`src/deq_pkg.sv`:
```
// Package for the double-ended queue: sizes, request and status codes,
// sequencer states and the command and status bundles between controller and datapath.
// No dependencies.
package deq_pkg;

  localparam int DEPTH      = 64;
  localparam int DATA_WIDTH = 32;
  localparam int IDX_W      = $clog2(DEPTH);
  localparam int CNT_W      = $clog2(DEPTH + 1);

  typedef logic [IDX_W-1:0]             idx_t;
  typedef logic [CNT_W-1:0]             cnt_t;
  typedef logic signed [DATA_WIDTH-1:0] word_t;

  typedef enum logic [1:0] {
    REQ_PUSH_BACK  = 2'd0,
    REQ_PUSH_FRONT = 2'd1,
    REQ_POP_FRONT  = 2'd2,
    REQ_POP_BACK   = 2'd3
  } req_t;

  typedef enum logic [1:0] {
    ST_OK         = 2'd0,
    ST_POP_EMPTY  = 2'd1,
    ST_PUSH_FULL  = 2'd2,
    ST_UNUSED     = 2'd3
  } status_t;

  typedef enum logic [1:0] {
    S_IDLE,
    S_EXEC,
    S_CAPTURE
  } state_t;

  typedef struct packed {
    logic load;
    logic exec;
    logic capture;
  } deq_cmd_t;

  typedef struct packed {
    logic out_free;
  } deq_sts_t;

endpackage

```
`src/deq_if.sv`:
```
// Channel interfaces for the double-ended queue: request and response.
// Depends on deq_pkg.
interface deq_req_if;
  logic                valid;
  logic                ready;
  logic [1:0]          req_type;
  logic signed [31:0]  push_value;

  modport source (output valid, output req_type, output push_value, input ready);
  modport sink   (input valid, input req_type, input push_value, output ready);
endinterface

interface deq_rsp_if;
  logic                valid;
  logic                ready;
  logic signed [31:0]  pop_value;
  logic [1:0]          status;
  logic [6:0]          item_count;
  logic                is_empty;

  modport source (output valid, output pop_value, output status, output item_count,
                  output is_empty, input ready);
  modport sink   (input valid, input pop_value, input status, input item_count,
                  input is_empty, output ready);
endinterface

```
`src/deq_ctrl.sv`:
```
// Sequencer of the double-ended queue: accept, execute, capture the result.
// Depends on deq_pkg.
module deq_ctrl (
  input  logic              clk,
  input  logic              rst,
  input  logic              in_valid,
  output logic              in_ready,
  input  deq_pkg::deq_sts_t sts,
  output deq_pkg::deq_cmd_t cmd
);

  deq_pkg::state_t state, state_next;

  always_ff @(posedge clk) begin
    if (rst) begin
      state <= deq_pkg::S_IDLE;
    end else begin
      state <= state_next;
    end
  end

  always_comb begin
    state_next = state;
    unique case (state)
      deq_pkg::S_IDLE: begin
        if (in_valid) state_next = deq_pkg::S_EXEC;
      end
      deq_pkg::S_EXEC: begin
        state_next = deq_pkg::S_CAPTURE;
      end
      deq_pkg::S_CAPTURE: begin
        if (sts.out_free) state_next = deq_pkg::S_IDLE;
      end
      default: begin
        state_next = deq_pkg::S_IDLE;
      end
    endcase
  end

  always_comb begin
    in_ready    = 1'b0;
    cmd         = '0;
    unique case (state)
      deq_pkg::S_IDLE: begin
        in_ready = 1'b1;
        cmd.load = in_valid;
      end
      deq_pkg::S_EXEC: begin
        cmd.exec = 1'b1;
      end
      deq_pkg::S_CAPTURE: begin
        cmd.capture = sts.out_free;
      end
      default: begin
        in_ready = 1'b0;
      end
    endcase
  end

endmodule

```
`src/deq_dpath.sv`:
```
// Datapath of the double-ended queue: ring store, indices, count and result register.
// Depends on deq_pkg.
module deq_dpath (
  input  logic              clk,
  input  logic              rst,
  input  deq_pkg::deq_cmd_t cmd,
  output deq_pkg::deq_sts_t sts,
  input  logic [1:0]        in_req_type,
  input  logic signed [31:0] in_push_value,
  input  logic              out_ready,
  output logic              out_valid,
  output logic signed [31:0] out_pop_value,
  output logic [1:0]        out_status,
  output logic [6:0]        out_item_count,
  output logic              out_is_empty
);

  deq_pkg::word_t   mem [deq_pkg::DEPTH];
  deq_pkg::word_t   rd_data;

  deq_pkg::req_t    req;
  deq_pkg::word_t   value;
  deq_pkg::idx_t    front_index, back_index;
  deq_pkg::cnt_t    word_count;
  deq_pkg::status_t res_status;
  logic             pop_ok;

  logic             is_full, is_zero, is_push;
  logic             we, re;
  deq_pkg::idx_t    waddr, raddr;
  deq_pkg::idx_t    front_next, back_next;
  deq_pkg::cnt_t    count_next;
  deq_pkg::status_t status_next;

  assign is_full = (word_count == deq_pkg::cnt_t'(deq_pkg::DEPTH));
  assign is_zero = (word_count == '0);
  assign is_push = (req == deq_pkg::REQ_PUSH_BACK) || (req == deq_pkg::REQ_PUSH_FRONT);

  always_comb begin
    we          = 1'b0;
    re          = 1'b0;
    waddr       = back_index;
    raddr       = front_index;
    front_next  = front_index;
    back_next   = back_index;
    count_next  = word_count;
    status_next = deq_pkg::ST_OK;
    if (is_push && is_full) begin
      status_next = deq_pkg::ST_PUSH_FULL;
    end else if (!is_push && is_zero) begin
      status_next = deq_pkg::ST_POP_EMPTY;
    end else begin
      unique case (req)
        deq_pkg::REQ_PUSH_BACK: begin
          we         = 1'b1;
          waddr      = back_index;
          back_next  = back_index + 1'b1;
          count_next = word_count + 1'b1;
        end
        deq_pkg::REQ_PUSH_FRONT: begin
          we         = 1'b1;
          waddr      = front_index - 1'b1;
          front_next = front_index - 1'b1;
          count_next = word_count + 1'b1;
        end
        deq_pkg::REQ_POP_FRONT: begin
          re         = 1'b1;
          raddr      = front_index;
          front_next = front_index + 1'b1;
          count_next = word_count - 1'b1;
        end
        deq_pkg::REQ_POP_BACK: begin
          re         = 1'b1;
          raddr      = back_index - 1'b1;
          back_next  = back_index - 1'b1;
          count_next = word_count - 1'b1;
        end
        default: begin
          re = 1'b0;
        end
      endcase
    end
  end

  always_ff @(posedge clk) begin
    if (cmd.exec && we) mem[waddr] <= value;
    if (cmd.exec && re) rd_data <= mem[raddr];
  end

  always_ff @(posedge clk) begin
    if (cmd.load) begin
      req   <= deq_pkg::req_t'(in_req_type);
      value <= deq_pkg::word_t'(in_push_value);
    end
    if (cmd.exec) begin
      res_status <= status_next;
      pop_ok     <= !is_push && (status_next == deq_pkg::ST_OK);
    end
    if (cmd.capture) begin
      out_pop_value  <= pop_ok ? 32'(rd_data) : '0;
      out_status     <= res_status;
      out_item_count <= 7'(word_count);
      out_is_empty   <= is_zero;
    end
  end

  always_ff @(posedge clk) begin
    if (rst) begin
      front_index <= '0;
      back_index  <= '0;
      word_count  <= '0;
      out_valid   <= 1'b0;
    end else begin
      if (cmd.exec) begin
        front_index <= front_next;
        back_index  <= back_next;
        word_count  <= count_next;
      end
      if (cmd.capture) begin
        out_valid <= 1'b1;
      end else if (out_ready) begin
        out_valid <= 1'b0;
      end
    end
  end

  assign sts.out_free = !out_valid || out_ready;

endmodule

```
`src/double_ended_queue.sv`:
```
// A bounded double-ended queue of 64 signed 32-bit words in a ring store. Each request
// transaction pushes at the back or front or pops the front or back, and yields exactly
// one response transaction with the popped word, a status, the count and an empty flag.
// A request passes through accept, execute with the store access and capture of the
// registered read into the output register; no new request is taken until the last one
// is captured. A waiting response holds off the capture of the next one and, with it,
// the acceptance of any further request. The store needs no clearing pass after reset.
// Depends on deq_pkg, deq_if, deq_ctrl and deq_dpath.
module double_ended_queue (
  input  logic clk,
  input  logic rst,
  deq_req_if.sink   req,
  deq_rsp_if.source rsp
);

  deq_pkg::deq_cmd_t cmd;
  deq_pkg::deq_sts_t sts;

  deq_ctrl u_ctrl (
    .clk      (clk),
    .rst      (rst),
    .in_valid (req.valid),
    .in_ready (req.ready),
    .sts      (sts),
    .cmd      (cmd)
  );

  deq_dpath u_dpath (
    .clk            (clk),
    .rst            (rst),
    .cmd            (cmd),
    .sts            (sts),
    .in_req_type    (req.req_type),
    .in_push_value  (req.push_value),
    .out_ready      (rsp.ready),
    .out_valid      (rsp.valid),
    .out_pop_value  (rsp.pop_value),
    .out_status     (rsp.status),
    .out_item_count (rsp.item_count),
    .out_is_empty   (rsp.is_empty)
  );

  a_empty_flag: assert property (@(posedge clk) disable iff (rst)
    rsp.valid |-> (rsp.is_empty == (rsp.item_count == 7'd0)))
    else $error("Empty flag disagrees with the count.");

  a_fail_zero: assert property (@(posedge clk) disable iff (rst)
    rsp.valid && (rsp.status != deq_pkg::ST_OK) |-> (rsp.pop_value == 32'sd0))
    else $error("Failed request returned a nonzero word.");

  a_count_bound: assert property (@(posedge clk) disable iff (rst)
    rsp.valid |-> (rsp.item_count <= 7'(deq_pkg::DEPTH)))
    else $error("Count exceeds the store depth.");

  a_one_at_a_time: assert property (@(posedge clk) disable iff (rst)
    req.valid && req.ready |=> !req.ready)
    else $error("Request taken while one is in progress.");

endmodule

```
`src/flat_wrapper.sv`:
```
// flat-port wrapper written by rule: the top's interface ports become plain ports
module double_ended_queue_flat 
  (clk, rst, req_valid, req_req_type, req_push_value, req_ready, rsp_valid, rsp_pop_value, rsp_status, rsp_item_count, rsp_is_empty, rsp_ready);
  deq_req_if req_i ();
  deq_rsp_if rsp_i ();
  input  logic clk;
  input  logic rst;
  input wire logic [$bits(req_i.valid)-1:0] req_valid;
  input wire logic [$bits(req_i.req_type)-1:0] req_req_type;
  input wire logic [$bits(req_i.push_value)-1:0] req_push_value;
  output wire logic [$bits(req_i.ready)-1:0] req_ready;
  output wire logic [$bits(rsp_i.valid)-1:0] rsp_valid;
  output wire logic [$bits(rsp_i.pop_value)-1:0] rsp_pop_value;
  output wire logic [$bits(rsp_i.status)-1:0] rsp_status;
  output wire logic [$bits(rsp_i.item_count)-1:0] rsp_item_count;
  output wire logic [$bits(rsp_i.is_empty)-1:0] rsp_is_empty;
  input wire logic [$bits(rsp_i.ready)-1:0] rsp_ready;
  assign req_i.valid = req_valid;
  assign req_i.req_type = req_req_type;
  assign req_i.push_value = req_push_value;
  assign req_ready = req_i.ready;
  assign rsp_valid = rsp_i.valid;
  assign rsp_pop_value = rsp_i.pop_value;
  assign rsp_status = rsp_i.status;
  assign rsp_item_count = rsp_i.item_count;
  assign rsp_is_empty = rsp_i.is_empty;
  assign rsp_i.ready = rsp_ready;
  double_ended_queue u_core (.clk(clk), .rst(rst), .req(req_i), .rsp(rsp_i));
endmodule
```
`config.mk`:
```
export PLATFORM = sky130hd
export DESIGN_NAME = double_ended_queue_flat
export DESIGN_NICKNAME = d
export VERILOG_FILES = /design/src/deq_pkg.sv /design/src/deq_if.sv /design/src/deq_ctrl.sv /design/src/deq_dpath.sv /design/src/double_ended_queue.sv /design/src/flat_wrapper.sv
export SDC_FILE = /design/constraint.sdc
export NUM_CORES = 2
export LEC_CHECK = 0
export ABC_AREA = 0
export BUFFER_PORTS_ARGS = -buffer_cell sky130_fd_sc_hd__buf_2
export CAP_MARGIN = 20
export CORE_MARGIN = 10
export CORE_UTILIZATION = 45
export DETAILED_ROUTE_END_ITERATION = 6
export HOLD_SLACK_MARGIN = 0.15
export PLACE_DENSITY = 0.59
export SLEW_MARGIN = 20
export SYNTH_ARGS = -nofsm -noshare
export SYNTH_HDL_FRONTEND = slang
export SYNTH_SLANG_ARGS = --single-unit
```
`constraint.sdc`:
```
create_clock -name clk -period 5 [get_ports clk]
set_clock_uncertainty 0.1 [all_clocks]
set_input_delay 1 -clock clk [delete_from_list [all_inputs] [get_ports clk]]
set_output_delay 1 -clock clk [all_outputs]
set_load 0.02 [all_outputs]
```
==> impl_metrics.toml <==
[run_status]
outcome = "completed"

[global_route]
gr-total-overflow = 0
antenna_found_initial = 14
track_usage_pct = 25.7
grt_pass1_wl_mm = 408
grt_max_degree = 173
grt_pass1_vias = 53950

[route]
viasPerCell = 6.69
drt_iter0_drc = 7941
first_pass_iters = 6
drc_errors = 0
post_drt_wl_per_cell_um = 34.0
antenna_left = 0
via_count = 57100
wirelength_mm = 290

[setup_path]
critPathLaunchType = "flip-flop"
worstPathRequired_ps = 5520
rr_endpoint = "u_core.u_dpath.rd_data[17]"
regToRegStartpoint = "u_core.u_dpath.req[0]"
end_kind = "flip-flop"
worstPathArrival_ps = 5440
reg2reg_setup_slack_ps = 80
r2r_cells = 11
critPathMaxFanout = 94
worstSetupPathType = "flip-flop to flip-flop"

[floorplanning]
core_region_area_mm2 = 0.198
num_rows = 163
io_pins = 82
start_util_pct = 45.3
die_area_mm2 = 0.217
die_y_um = 466
dieWidth_um = 466

[synth]
synthTopCellsByArea = "edfxtp_1 (72%), mux2i_1 (7.2%), a2111oi_0 (3.8%)"
synth-compound-area-share_pct = 13.1
ys_types = 62
synthSimpleGateAreaFrac_pct = 2.35
seq_area_frac_synth_pct = 72.8
synth.cell_area_mm2 = 0.0896
syn_avg_cell_area_um2 = 16.1
synth-seq-cells = 2181
yosys.area.top_type = "edfxtp_1"
syn-instance-count = 5555
synth_xor_area_share_pct = 0.195
synth_edf_count = 2159
synthAdderAreaFrac_pct = 0.204
syn-num-nets = 5607
synth.mux.area_fraction_pct = 7.16
synth_top_area_share_pct = 72.3
synth_top_family_by_area = "compound AO/OA/AOI/OAI gates"
yosys_warnings = 0
synth_ff_type = "edfxtp_1"
ys_async_sr_fraction_pct = 0

[timing]
min_period_over_period_pct = 98.3
slew_headroom_pct = 14.8
worst_slew_pin_slew_ps = 1270
rsz0062_at_grt = "no"
final_hold_viol_count = 0
fin_crit_ps = 4920
setup_viol = 0
slew_viol_final = 0
fmax_ghz = 0.203
finalSetupTns_ps = 0

[clock_tree]
clk_pin_slew_ps = 60
post_cts_buffers = 0
cts_sinks = 2181
cts_root_buffer = "clkbuf_16"
hold_buffers = 0
cts_buffers = 221
cts_buffer_depth = 3
htree_levels = 4
cts_tree = "built"
clock_latency_ps = 860

[flow_run]
cap_violations = 0

[pwr]
leakagePower_nw = 35.9
powerDensity_mw_per_mm2 = 408
ir_worst_vdd_mv = 0.360
power.total_mw = 42.0

[final_layout]
layout_common_cells = "edfxtp_1 (2159), mux2i_1 (641), inv_1 (395)"
area_growth_pct = 14.8
drive_gt1_share_pct = 15.2
final_common_cell = "edfxtp_1"
fillCellCount = 15859
final_nets = 5738

[min_path]
holdPathEnd = "u_core.u_dpath.value[13]"
hold_class = "input pin to flip-flop"
whs_path_depth = 1
min_from = "req_push_value[13]"

[place]
place_congestion = 0.844
dp_hpwl_mm = 154
io_buffers = 81
power breakdown:
group | internal (mW) | total, mW | switching [mW]
clock | 9.16 | 16.2 | 7.05
combinational | 1.63 | 5.48 | 3.85
sequential | 20.3 | 20.3 | 0.0532
cell families after synthesis:
kind of cell	after synthesis
mux	641
flops	2181
buf+inv	949
fa+ha+maj	14
xor+xnor	20
simple gates	390
compound gates	1360
routing by layer:
layer | vias up | GRT usage, % | routed length (µm)
met5 | - | 0 | 55
met4 | 10 | 10.9 | 13200
met3 | 629 | 5.85 | 29400
met2 | 3313 | 39.4 | 132000
met1 | 29596 | 35.4 | 116000
li1 | 23552 | - | -
area by class of cell:
| class | instances | area [µm²] | share of cell area (%) |
|---|---|---|---|
| Multi-Input combinational cell | 2425 | 21500 | 20.9 |
| Tap cell | 2640 | 3300 | 3.21 |
| Clock inverter | 150 | 1280 | 1.25 |
| Antenna cell | 11 | 27.5 | 0.0268 |
| Timing Repair Buffer | 461 | 4270 | 4.15 |
| Sequential cell | 2181 | 65300 | 63.4 |
| Inverter | 396 | 1490 | 1.44 |
| Clock buffer | 265 | 5760 | 5.60 |
critical path, cell delays in order, from the launching register on:
cell	delay, ps
edfxtp_1	430
ha_1	310
or3_4	440
a2111o_2	710
a211o_4	440
buf_12	200
buf_12	290
mux2i_1	290
o221ai_1	190
nor4_1	890
buf_4	270
nor4_1	50
repair_timing:
action,4_1_cts,5_1_grt
endpoints found under the setup margin,1,3
pin swaps,0,0
resized for setup,1,3
cells in the mapped netlist (9+ instances only):
library cell	instances
edfxtp_1	2159
mux2i_1	641
clkbuf_1	436
inv_1	395
a2111oi_0	384
a221oi_1	384
a311oi_1	384
nor4_1	163
o221ai_1	128
nor2_1	99
buf_2	95
and2_1	35
nand2_1	35
a21oi_1	26
dfxtp_1	22
buf_1	17
nand3_1	15
xnor2_1	14
ha_1	13
or3_1	9
state kept, by name, summed over array words and instances, names as in the netlist:
name,count
u_core.u_dpath.front_index,6
u_core.u_dpath.back_index,6
u_core.u_dpath.out_valid,1
u_core.u_dpath.out_pop_value,32
u_core.u_dpath.mem,2048
u_core.u_dpath.out_is_empty,1
u_core.u_dpath.out_status,2
u_core.u_dpath.word_count,7
u_core.u_dpath.pop_ok,1
u_core.u_ctrl.state,2
u_core.u_dpath.req,2
u_core.u_dpath.out_item_count,7
u_core.u_dpath.value,32
u_core.u_dpath.rd_data,32
u_core.u_dpath.res_status,2
worst max-delay path by stage:
stage	end	cells after the start	slack, ps	from
after detailed placement	u_core.u_dpath.rd_data[3]	11	-100	u_core.u_dpath.req[0]
after floorplan	u_core.u_dpath.rd_data[0]	8	970	u_core.u_dpath.req[0]
after global placement	u_core.u_dpath.rd_data[18]	11	-880	u_core.u_dpath.req[1]
after CTS	u_core.u_dpath.rd_data[30]	11	90	u_core.u_dpath.req[0]
final	u_core.u_dpath.rd_data[17]	11	80	u_core.u_dpath.req[0]
after global routing	u_core.u_dpath.rd_data[22]	11	40	u_core.u_dpath.req[0]
through the flow:
stage	utilization, %	instances	hold WS (ps)	worst slack (ps)	instance area, µm²
4_1_cts	52.0	8518	159	90.6	103000
2_1_floorplan	-	5555	300	967	89600
6_report	52.1	8529	211	83.2	103000
3_5_place_dp	48.5	8103	312	-103	95800
3_3_place_gp	48.4	8095	311	-877	95600
5_1_grt	52.0	8519	181	35.5	103000
No activity file was read; power rests on OpenSTA's default activity.
